<file path="config.mk">
export PLATFORM = sky130hd
export DESIGN_NAME = smx_ctrl
export DESIGN_NICKNAME = d
export VERILOG_FILES = /design/src/design/smx_pkg.sv /design/src/design/smx_ctrl.sv
export SDC_FILE = /design/constraint.sdc
export NUM_CORES = 1
export LEC_CHECK = 0
export BUFFER_PORTS_ARGS = -buffer_cell sky130_fd_sc_hd__buf_2
export CORE_AREA = 2 2 39 41
export CTS_BUF_LIST = sky130_fd_sc_hd__clkbuf_2
export CTS_CLUSTER_DIAMETER = 150
export DETAILED_ROUTE_END_ITERATION = 8
export DIE_AREA = 0 0 41 43
export GPL_TIMING_DRIVEN = 0
export HOLD_SLACK_MARGIN = 0.03
export SETUP_SLACK_MARGIN = 0.15
export SLEW_MARGIN = 20
export SYNTH_ARGS = -nofsm -noshare
export SYNTH_HDL_FRONTEND = slang
export SYNTH_SLANG_ARGS = --single-unit
</file>
<file path="constraint.sdc">
create_clock -name aclk -period 1.3 [get_ports aclk]
set_clock_uncertainty 0.2 [all_clocks]
set_input_delay 0.195 -clock aclk [delete_from_list [all_inputs] [get_ports aclk]]
set_output_delay 0.195 -clock aclk [all_outputs]
set_load 0.05 [all_outputs]
</file>
<file path="src/design/smx_pkg.sv">
// Package for the stack machine execute block: opcodes, fault codes,
// default sizes, controller/datapath command and status structs.
// No dependencies.
`timescale 1ns / 1ps

package smx_pkg;

    // default sizes (MEM_BYTES is taken as a power of two)
    localparam int STACK_DEPTH_DEF = 256;
    localparam int CALL_DEPTH_DEF  = 64;
    localparam int MEM_BYTES_DEF   = 65536;

    // opcodes
    localparam logic [4:0] OP_NOP  = 5'd0;
    localparam logic [4:0] OP_HALT = 5'd1;
    localparam logic [4:0] OP_TRAP = 5'd2;
    localparam logic [4:0] OP_LOAD = 5'd3;
    localparam logic [4:0] OP_STOR = 5'd4;
    localparam logic [4:0] OP_PUSH = 5'd5;
    localparam logic [4:0] OP_POP  = 5'd6;
    localparam logic [4:0] OP_DUP  = 5'd7;
    localparam logic [4:0] OP_ADD  = 5'd8;
    localparam logic [4:0] OP_SUB  = 5'd9;
    localparam logic [4:0] OP_MUL  = 5'd10;
    localparam logic [4:0] OP_DIV  = 5'd11;
    localparam logic [4:0] OP_MOD  = 5'd12;
    localparam logic [4:0] OP_AND  = 5'd13;
    localparam logic [4:0] OP_OR   = 5'd14;
    localparam logic [4:0] OP_XOR  = 5'd15;
    localparam logic [4:0] OP_NOT  = 5'd16;
    localparam logic [4:0] OP_LT   = 5'd17;
    localparam logic [4:0] OP_GT   = 5'd18;
    localparam logic [4:0] OP_EQ   = 5'd19;
    localparam logic [4:0] OP_JMP  = 5'd20;
    localparam logic [4:0] OP_JZ   = 5'd21;
    localparam logic [4:0] OP_JNZ  = 5'd22;
    localparam logic [4:0] OP_CALL = 5'd23;
    localparam logic [4:0] OP_RET  = 5'd24;

    // fault codes
    localparam logic [2:0] FLT_NONE  = 3'd0;
    localparam logic [2:0] FLT_UNDER = 3'd1;
    localparam logic [2:0] FLT_OVER  = 3'd2;
    localparam logic [2:0] FLT_DIV0  = 3'd3;
    localparam logic [2:0] FLT_CALL  = 3'd4;
    localparam logic [2:0] FLT_BADOP = 3'd5;

    // controller -> datapath strobes
    typedef struct packed {
        logic accept;     // latch request fields
        logic cap_a;      // capture stack top
        logic rd_b;       // address second entry
        logic check;      // capture second entry, work out fault
        logic div_init;   // load divider
        logic div_step;   // one divider iteration
        logic mem_lo;     // address low byte, capture high byte
        logic mem_wr_hi;  // write high byte of store
        logic mem_wr_lo;  // write low byte of store
        logic exec;       // commit state update
        logic fin;        // load result register
    } cmd_t;

    // datapath -> controller status
    typedef struct packed {
        logic skip;       // halted or faulted: no state change
        logic is_divmod;
        logic is_load;
        logic is_store;
        logic div_last;
        logic out_busy;
    } stat_t;

    // operands popped by each opcode
    function automatic logic [1:0] operands_needed(input logic [4:0] op);
        logic [1:0] n;
        begin
            n = 2'd0;
            case (op) inside
                OP_TRAP, OP_LOAD, OP_POP, OP_DUP, OP_NOT,
                OP_JMP, OP_JZ, OP_JNZ, OP_CALL: n = 2'd1;
                OP_STOR, OP_ADD, OP_SUB, OP_MUL, OP_DIV, OP_MOD,
                OP_AND, OP_OR, OP_XOR, OP_LT, OP_GT, OP_EQ: n = 2'd2;
                default: n = 2'd0;
            endcase
            return n;
        end
    endfunction

endpackage

</file>
<file path="src/design/smx_ctrl.sv">
// Sequencer for the stack machine execute block: walks each instruction
// through operand fetch, check, divide / memory steps, commit and result.
// Depends on smx_pkg.
`timescale 1ns / 1ps

module smx_ctrl (
    input  logic          aclk,
    input  logic          aresetn,
    input  logic          s_tvalid,
    output logic          s_tready,
    input  smx_pkg::stat_t stat,
    output smx_pkg::cmd_t  cmd
);
    import smx_pkg::*;

    localparam logic [3:0] S_IDLE = 4'd0;
    localparam logic [3:0] S_RDA  = 4'd1;
    localparam logic [3:0] S_RDB  = 4'd2;
    localparam logic [3:0] S_CHK  = 4'd3;
    localparam logic [3:0] S_DIVI = 4'd4;
    localparam logic [3:0] S_DIVS = 4'd5;
    localparam logic [3:0] S_MEM1 = 4'd6;
    localparam logic [3:0] S_MEM2 = 4'd7;
    localparam logic [3:0] S_ST1  = 4'd8;
    localparam logic [3:0] S_ST2  = 4'd9;
    localparam logic [3:0] S_EXEC = 4'd10;
    localparam logic [3:0] S_TOP  = 4'd11;
    localparam logic [3:0] S_FIN  = 4'd12;

    logic [3:0] state_reg, state_next;

    assign s_tready = (state_reg == S_IDLE);

    // next state and strobes
    always_comb begin
        state_next = state_reg;
        cmd        = '0;
        case (state_reg)
            S_IDLE: begin
                if (s_tvalid) begin
                    cmd.accept = 1'b1;
                    state_next = S_RDA;
                end
            end
            S_RDA: state_next = S_RDB;
            S_RDB: begin
                cmd.cap_a  = 1'b1;
                cmd.rd_b   = 1'b1;
                state_next = S_CHK;
            end
            S_CHK: begin
                cmd.check = 1'b1;
                if (stat.skip) begin
                    state_next = S_TOP;
                end else if (stat.is_divmod) begin
                    state_next = S_DIVI;
                end else if (stat.is_load) begin
                    state_next = S_MEM1;
                end else if (stat.is_store) begin
                    state_next = S_ST1;
                end else begin
                    state_next = S_EXEC;
                end
            end
            S_DIVI: begin
                cmd.div_init = 1'b1;
                state_next   = S_DIVS;
            end
            S_DIVS: begin
                cmd.div_step = 1'b1;
                if (stat.div_last) begin
                    state_next = S_EXEC;
                end
            end
            S_MEM1: state_next = S_MEM2;
            S_MEM2: begin
                cmd.mem_lo = 1'b1;
                state_next = S_EXEC;
            end
            S_ST1: begin
                cmd.mem_wr_hi = 1'b1;
                state_next    = S_ST2;
            end
            S_ST2: begin
                cmd.mem_wr_lo = 1'b1;
                state_next    = S_EXEC;
            end
            S_EXEC: begin
                cmd.exec   = 1'b1;
                state_next = S_TOP;
            end
            S_TOP: state_next = S_FIN;
            S_FIN: begin
                if (!stat.out_busy) begin
                    cmd.fin    = 1'b1;
                    state_next = S_IDLE;
                end
            end
            default: state_next = S_IDLE;
        endcase
    end

    always_ff @(posedge aclk) begin
        if (!aresetn) begin
            state_reg <= S_IDLE;
        end else begin
            state_reg <= state_next;
        end
    end

endmodule

</file>
# Word level (Yosys, flattened, before mapping)
# Index checks and enable logic that the tools add are counted.
# word_totals
ff_bits,4
elab_cells,39
input_bits,9
# classes
n_eq_ne,15
reduce_logical,3
n_mux,20
# ops
operator,count
one-hot mux 4 bit (12 select lines),1
2-to-1 mux 4 bit,6
"== test 4 bit, second input constant",5
"== test 4 x 3 -> 1 bit, second input constant",4
2-to-1 mux 1 bit,11
"== test 4 x 2 -> 1 bit, second input constant",2
"inequality test 2 bit, second input constant",3
"== test 4 x 1 -> 1 bit, second input constant",1
zero test 4 bit,1
2-to-1 mux 2 bit,2
AND reduction 3 bit,1
OR reduction 2 bit,1

# Longest topological paths before layout
# Gate-level depths: netlist (run 1).
# depth
ltp_word,5
ltp_mapped,5
ltp_nobuf,4

# Worst setup path before layout (run 1)
# No wires, ideal clock.
# synth_path
path_type,flip-flop to output port
from,register state_reg[3]
to,output port cmd[9] (netlist bit)
path_slack_ns,-1.143
path_buffers,2
required_time_ns,0.905
arrival_ns,2.048
stages_incl_launch_ff,4
cell_sequence,dfxtp_1 > buf_4 > nor3_1 > buf_4
# synth_lines
item,line_no,source
"start, declared",smx_ctrl.sv:30,"logic [3:0] state_reg, state_next;"
"start signal, assigned",smx_ctrl.sv:107,state_reg <= state_next;
"end, declared",smx_ctrl.sv:12,output smx_pkg::cmd_t cmd

==> results of run 1 <==
## stage by stage
step	cell area [um2]	setup slack, ns	hold WS [ns]
5_1_grt	927	-0.394	0.0571
6_report	927	-0.338	0.0600
3_5_place_dp	613	-0.241	0.268
4_1_cts	835	-0.356	0.0428
2_1_floorplan	493	-0.575	0.112
3_3_place_gp	613	-0.236	0.274
## path summary, 6_finish.rpt
| path | slack [ns] | end | startpoint |
|---|---|---|---|
| max | -0.34 | cmd[10] | state_reg[1] |
| min reg2reg | 0.54 | state_reg[0] | state_reg[2] |
| max reg2reg | -0.10 | state_reg[3] | state_reg[2] |
| min | 0.06 | state_reg[2] | aresetn |
## timing repair
item,in CTS,in global routing
endpoints found under the setup margin,16,16
buffers inserted,7,4
pin swaps,2,4
resized for setup,43,14
## synth_stat cells
library cell / instances
and2_1: 2
inv_1: 4
a2bb2oi_1: 1
o22a_1: 1
nand2b_1: 1
nand2b_4: 1
nor2_1: 10
inv_2: 1
nand3_1: 1
nand3b_1: 1
o21ai_1: 3
a221oi_1: 1
o22ai_1: 1
o21bai_1: 1
a31oi_1: 1
nand2_1: 4
buf_4: 4
o21a_1: 1
o31ai_1: 1
a32oi_1: 1
buf_6: 1
a21oi_1: 4
dfxtp_1: 4
nor3b_1: 1
nor3_1: 5
nor4_4: 1
o21ai_0: 1
## logic make-up after synthesis
| group | Yosys count | share of synthesized area, % |
|---|---|---|
| simple gates | 27 | 37.7 |
| compound gates | 17 | 27.4 |
| buf+inv | 10 | 15.0 |
| flops | 4 | 19.9 |
## final cells by class
| type | count | area [um2] |
|---|---|---|
| tap | 16 | 20.0 |
| clock buffer | 3 | 15.0 |
| timing repair buffer | 31 | 289 |
| buffer | 5 | 73.8 |
| fill | 105 | 457 |
| inverter | 5 | 26.3 |
| sequential | 4 | 92.6 |
| multi-input combinational | 44 | 410 |
## per-layer routing
metal / vias to the layer above / GRT usage (%) / routed length [um]
met1: 251 / 17.7 / 515
met3: 5 / 3.66 / 62
met2: 20 / 26.3 / 802
met5: - / 0 / 0
li1: 272 / - / -
met4: 0 / 9.33 / 40
## power groups by stage
stage / clock network, W / registers [W] / logic, W
2_1_floorplan: 0 / 0.000150 / 0.000261
3_3_place_gp: 0 / 0.000155 / 0.000319
3_5_place_dp: 0 / 0.000154 / 0.000319
4_1_cts: 0.000116 / 0.000149 / 0.000391
5_1_grt: 0.000124 / 0.000154 / 0.000484
6_report: 0.000107 / 0.000153 / 0.000456
==> impl_metrics.json, run 1 <==
{
  "power_w": 0.000715,
  "setup.worst_path.end_class": "output pin",
  "drt-total-wl_um": 1420,
  "synthDistinctLibCells": 27,
  "drt-initial-drc-count": 4,
  "rsz0062_at_grt": "yes",
  "antennaDiodeCount": 0,
  "antenna_found_initial": 0,
  "cts-htree-levels": 1,
  "final_nets": 103,
  "synth_area_leader_cell": "dfxtp_1",
  "cp_max_fo": 8,
  "slew_violations": 0,
  "drive_gt1_share_pct": 70.7,
  "synth_nets": 67,
  "start_util_pct": 29.0,
  "critPathMaxStageDelay_ns": 0.33,
  "failed_checks": "setup timing",
  "start_kind": "flip-flop",
  "min_path_cells": 2,
  "portBuffers": 20,
  "area_growth_pct": 131,
  "reg2reg_depth": 5,
  "hp-class": "in -> reg",
  "synth_seq_cells": 4,
  "fin_util_pct": 67.0,
  "arrival_ns": 1.24,
  "synth_top_area_share_pct": 19.9,
  "clkPwrFrac_pct": 14.9,
  "ant_nets": 0,
  "core_mm2": 0.00138,
  "drc_errors": 0,
  "clock_latency_ns": 0.20,
  "p_leak_nw": 0.366,
  "maxCapViolCount": 0,
  "layout_common_cells": "buf_6 (10), buf_2 (9), buf_4 (8)",
  "hold_viol": 0,
  "worstMarginPinSlew_ns": 0.288,
  "track_usage_pct": 16.1,
  "clock_sinks": 4,
  "ys_top_cells_by_area": "dfxtp_1 (20%), nor2_1 (9.3%), buf_4 (7.5%), nor3_1 (6.2%), nor4_4 (5.3%)",
  "power_density_mw_per_mm2": 771,
  "sw_frac_of_total_pct": 44.0,
  "cp.depth": 4,
  "seqPwrFrac_pct": 21.3,
  "crit_type": "reg -> out",
  "pin_count": 21,
  "critPathRequiredTime_ns": 0.90,
  "cts_tree": "built",
  "p_sw_w": 0.000315,
  "die_h_um": 43,
  "vdd_drop_max_mv": 0.449,
  "relSlewSlack_pct": 80.8,
  "synth-seq-area-share_pct": 19.9,
  "fin_crit_ns": 1.64,
  "vias": 548,
  "syn_inst": 58,
  "num_rows": 14,
  "die_w_um": 41,
  "combPwrFrac_pct": 63.8,
  "placedCellCount": 94,
  "yosysWarningCount": 0,
  "worst-path-buf-inv": 2,
  "grt_overflow": 0,
  "hpwl_um": 812,
  "wl_per_cell_um": 13.1,
  "clk_path_buf_depth": 2,
  "final_cell_count_no_fill": 108,
  "grt_pass1_wl_um": 1930,
  "path_clk_slew_ns": 0.04,
  "status": "finished with violations",
  "grt_pass1_vias": 494,
  "crit_chain": "buf_6 -> nor4_4 -> and2_4 -> buf_8",
  "period_share_pct": 126,
  "slowest_stage": "dfxtp_2",
  "drt_pass1_iterations": 4,
  "p_int_w": 0.000400,
  "grt_max_degree": 11,
  "vias_per_cell": 5.07,
  "postCtsHoldBufs": 0,
  "die_area_mm2": 0.00176,
  "largest_reg_flops": 4,
  "setup_tns_ns": -3.33,
  "syn_area_um2": 402,
  "syn_area_per_cell_um2": 6.92,
  "critPathTopFamily": "simple AND/OR/NAND/NOR gates",
  "timing.fmax_mhz": 611,
  "ctsRootBufferMaster": "clkbuf_2",
  "numCtsBuffers": 3,
  "layout_setup_ws_ns": -0.338,
  "gp_congestion": 0.880,
  "mostFrequentLayoutCell": "buf_6",
  "setup_violations": 16
}
Power figures use the tool's default switching activity.
==> run 2, diff against run 1 <==
--- a/config.mk
+++ b/config.mk
@@ -18,3 +18,4 @@
 export SYNTH_ARGS = -nofsm -noshare
 export SYNTH_HDL_FRONTEND = slang
 export SYNTH_SLANG_ARGS = --single-unit
+export TNS_END_PERCENT = 30
==> impl_metrics.json, run 2 (same netlist as run 1, synthesis figures left out) <==
{
  "cp-endpoint": "cmd[10]",
  "drt-total-wl_um": 1500,
  "setup_violations": 16,
  "layout_common_cells": "buf_6 (11), buf_2 (10), buf_4 (9)",
  "grt_max_degree": 7,
  "wl_per_cell_um": 13.7,
  "status": "finished with violations",
  "start_util_pct": 29.0,
  "vias": 575,
  "drive_gt1_share_pct": 71.0,
  "power_density_mw_per_mm2": 808,
  "arrival_ns": 1.24,
  "drc_errors": 0,
  "setup.worst_path.end_class": "output pin",
  "portBuffers": 20,
  "path_clk_slew_ns": 0.04,
  "grt_pass1_wl_um": 2110,
  "antennaDiodeCount": 0,
  "die_h_um": 43,
  "worstMarginPinSlew_ns": 0.299,
  "vias_per_cell": 5.28,
  "final_nets": 104,
  "p_leak_nw": 0.365,
  "vdd_drop_max_mv": 0.434,
  "failed_checks": "setup timing",
  "largest_reg_flops": 4,
  "cp_max_fo": 5,
  "drt_pass1_iterations": 4,
  "core_mm2": 0.00138,
  "layout_setup_ws_ns": -0.336,
  "hp-start": "aresetn",
  "hold_viol": 0,
  "slew_violations": 0,
  "drt-initial-drc-count": 14,
  "die_w_um": 41,
  "mostFrequentLayoutCell": "buf_6",
  "antenna_found_initial": 0,
  "hp-class": "in -> reg",
  "area_growth_pct": 121,
  "cts_tree": "built",
  "grt_overflow": 0,
  "clock_sinks": 4,
  "fin_crit_ns": 1.64,
  "relSlewSlack_pct": 80.0,
  "ctsRootBufferMaster": "clkbuf_2",
  "crit_path_start": "state_reg[1]",
  "critPathRequiredTime_ns": 0.90,
  "postCtsHoldBufs": 0,
  "crit_type": "reg -> out",
  "num_rows": 14,
  "numCtsBuffers": 3,
  "period_share_pct": 126,
  "dp_slack_ns": -0.250,
  "r2r_end": "state_reg[3]",
  "clock_latency_ns": 0.20,
  "die_area_mm2": 0.00176,
  "power_w": 0.000716,
  "gp_congestion": 0.812,
  "clk_path_buf_depth": 2,
  "ff2ff_setup_slack_ns": -0.12,
  "timing.fmax_mhz": 611,
  "pin_count": 21,
  "track_usage_pct": 17.7,
  "rsz0062_at_grt": "yes",
  "cts-htree-levels": 1,
  "reg2reg_depth": 5,
  "r2r_start": "state_reg[2]",
  "grt_pass1_vias": 566,
  "hpwl_um": 821,
  "maxCapViolCount": 0,
  "ant_nets": 0,
  "start_kind": "flip-flop"
}
run 2: changes by cell type in the layout (fill, tap and decap cells not counted), sizes merged:
cell	before	now
buf	36	37
run 2: through the flow:
stage / std cells / area (um2) / setup TNS, ns / util (%) / hold slack (ns)
2_1_floorplan: 58 / 444 / -4.10 / - / 0.112
3_3_place_gp: 94 / 564 / -1.81 / 40.8 / 0.270
3_5_place_dp: 94 / 564 / -1.92 / 40.8 / 0.274
4_1_cts: 107 / 777 / -3.42 / 56.1 / 0.0420
5_1_grt: 109 / 886 / -4.29 / 64.0 / 0.0518
6_report: 109 / 886 / -3.36 / 64.0 / 0.0744
run 2: final cells by class:
class,count,area [um2]
fill,102,498
multi-input combinational,44,385
timing repair buffer,32,288
sequential,4,92.6
buffer,5,63.8
inverter,5,21.3
tap,16,20.0
clock buffer,3,15.0
run 2: what timing repair did:
item | in CTS | in global routing
cloned | 1 | 0
buffers inserted | 9 | 2
endpoints found under the setup margin | 16 | 16
pin swaps | 3 | 8
endpoints found under the hold margin | 0 | 0
gates resized for setup | 38 | 19
run 2: worst min path at each step:
| stage | to | slack [ns] | depth (start not counted) |
|---|---|---|---|
| global route | state_reg[2] | 0.05 | 2 |
| CTS | state_reg[3] | 0.04 | 3 |
| global placement | state_reg[2] | 0.27 | 2 |
| finish | state_reg[2] | 0.07 | 2 |
| floorplan | state_reg[2] | 0.11 | 1 |
| detailed placement | state_reg[2] | 0.27 | 2 |
run 2: metal layers:
layer | wire length (um) | up-vias | track usage [%]
li1 | - | 273 | -
met2 | 854 | 19 | 30.9
met4 | 41 | 0 | 15.3
met1 | 549 | 277 | 16.4
met3 | 51 | 6 | 1.57
met5 | 0 | - | 0
run 2: critical path, stage by stage, from the launching register on:
cell and delay [ns]:
dfxtp_2 0.33, buf_6 0.13, nor4_4 0.26, and2_4 0.18, buf_8 0.13
run 2: power by group:
group / switching [W] / internal (W)
combinational: 0.000249 / 0.000206
clock: 0.0000462 / 0.0000620
sequential: 0.0000180 / 0.000135
total: 0.000313 / 0.000402
==> run 3, diff against run 2 <==
--- a/config.mk
+++ b/config.mk
@@ -6,13 +6,16 @@
 export NUM_CORES = 1
 export LEC_CHECK = 0
 export BUFFER_PORTS_ARGS = -buffer_cell sky130_fd_sc_hd__buf_2
-export CORE_AREA = 2 2 39 41
+export CELL_PAD_IN_SITES_DETAIL_PLACEMENT = 0
+export CELL_PAD_IN_SITES_GLOBAL_PLACEMENT = 2
+export CORE_MARGIN = 2
+export CORE_UTILIZATION = 22
 export CTS_BUF_LIST = sky130_fd_sc_hd__clkbuf_2
 export CTS_CLUSTER_DIAMETER = 150
 export DETAILED_ROUTE_END_ITERATION = 8
-export DIE_AREA = 0 0 41 43
 export GPL_TIMING_DRIVEN = 0
 export HOLD_SLACK_MARGIN = 0.03
+export PLACE_DENSITY_LB_ADDON = 0.1
 export SETUP_SLACK_MARGIN = 0.15
 export SLEW_MARGIN = 20
 export SYNTH_ARGS = -nofsm -noshare
==> impl_metrics.json, run 3 (same netlist as run 1, synthesis figures left out) <==
{
  "cts-htree-levels": 1,
  "core_mm2": 0.00173,
  "setup_violations": 16,
  "gp_congestion": 0.704,
  "ff2ff_setup_slack_ns": -0.09,
  "reg2reg_depth": 6,
  "r2r_end": "state_reg[0]",
  "clk_path_buf_depth": 2,
  "slew_violations": 0,
  "vias_per_cell": 4.60,
  "die_w_um": 46.7,
  "pin_count": 21,
  "cts_tree": "built",
  "hold_ws_ns": 0.0565,
  "hpwl_um": 893,
  "drt-total-wl_um": 1360,
  "vias": 543,
  "hp-class": "in -> reg",
  "mostFrequentLayoutCell": "buf_4",
  "crit_type": "reg -> out",
  "drc_errors": 0,
  "layout_common_cells": "buf_4 (12), buf_6 (10), buf_2 (9)",
  "rsz0062_at_grt": "yes",
  "power_density_mw_per_mm2": 832,
  "arrival_ns": 1.24,
  "numCtsBuffers": 3,
  "maxCapViolCount": 0,
  "p_leak_nw": 0.365,
  "start_kind": "flip-flop",
  "die_area_mm2": 0.00218,
  "grt_pass1_wl_um": 2250,
  "final_nets": 104,
  "setup.worst_path.end_class": "output pin",
  "portBuffers": 20,
  "fin_crit_ns": 1.63,
  "layout_setup_ws_ns": -0.330,
  "final_cell_count_no_fill": 118,
  "grt_overflow": 0,
  "start_util_pct": 23.3,
  "drive_gt1_share_pct": 71.0,
  "cp_max_fo": 8,
  "stdcell_area_um2": 847,
  "path_clk_slew_ns": 0.04,
  "grt_pass1_vias": 524,
  "critPathRequiredTime_ns": 0.90,
  "grt_max_degree": 11,
  "antennaDiodeCount": 0,
  "worstMarginPinSlew_ns": 0.263,
  "timing.fmax_mhz": 613,
  "drt-initial-drc-count": 2,
  "fin_util_pct": 49.1,
  "period_share_pct": 125,
  "relSlewSlack_pct": 82.4,
  "failed_checks": "setup timing",
  "largest_reg_flops": 4,
  "r2r_start": "state_reg[0]",
  "crit_path_start": "state_reg[1]",
  "clock_sinks": 4,
  "drt_pass1_iterations": 2,
  "clock_latency_ns": 0.21,
  "hold_viol": 0,
  "status": "finished with violations",
  "placedCellCount": 103,
  "antenna_found_initial": 0,
  "ant_nets": 0,
  "cp-endpoint": "cmd[10]",
  "postPlaceCellArea_um2": 576,
  "area_growth_pct": 111,
  "vdd_drop_max_mv": 0.377,
  "track_usage_pct": 14.4,
  "die_h_um": 46.7,
  "ctsRootBufferMaster": "clkbuf_2",
  "num_rows": 15,
  "wl_per_cell_um": 11.5
}
run 3: cell count changes in the layout (fill, tap and decap cells not counted), moves of 2 or more:
cell | previous run | this run
nand2_2 | 0 | 3
nand2_1 | 3 | 1
nor3_4 | 3 | 1
buf_4 | 9 | 12
run 3: repair_timing:
action                                 CTS  global route
buffers inserted                        10             2
endpoints found under the hold margin    0             0
hold buffers                             0             0
pin swaps                                6             2
resized for setup                       41            10
setup endpoints to repair               16            16
run 3: area by class of cell:
cell class	instances	area, um2
Timing Repair Buffer	32	270
Multi-Input combinational cell	44	349
Fill cell	177	880
Tap cell	25	31.3
Buffer	5	67.6
Inverter	5	21.3
Clock buffer	3	15.0
Sequential cell	4	92.6
run 3: per-layer routing:
layer	share of wire, %	global-route usage [%]	vias to the layer above
li1	-	-	275
met1	43	17.4	256
met2	54	25.6	12
met3	3.2	1.18	0
met4	0	6.67	0
met5	0	0	-
run 3: per-stage QoR:
| step | total power (W) | setup slack (ns) | TNS (ns) |
|---|---|---|---|
| final | 0.000705 | -0.330 | -2.95 |
| after floorplan | 0.000393 | -0.576 | -4.10 |
| after global routing | 0.000752 | -0.374 | -4.01 |
| after detailed placement | 0.000458 | -0.253 | -1.93 |
| after global placement | 0.000462 | -0.263 | -2.01 |
| after CTS | 0.000684 | -0.349 | -3.34 |
run 3: critical path, stage by stage (launching register included):
cell	delay [ns]
dfxtp_2	0.33
buf_8	0.14
nor4_4	0.25
and2_4	0.18
buf_8	0.13
run 3: worst min-delay path by stage:
stage	startpoint	end	slack, ns	cells past startpoint
floorplan	aresetn	state_reg[2]	0.11	1
global placement	aresetn	state_reg[2]	0.27	2
detailed placement	aresetn	state_reg[2]	0.27	2
CTS	aresetn	state_reg[2]	0.04	2
global route	aresetn	state_reg[2]	0.05	2
finish	aresetn	state_reg[2]	0.06	2
run 3: power by group:
part           switching [W]  internal [W]  total, W  leakage [nW]
logic               0.000236      0.000203  0.000439         0.317
registers          0.0000153      0.000134  0.000150        0.0353
clock network      0.0000535     0.0000622  0.000116        0.0125
total               0.000305      0.000400  0.000705         0.365
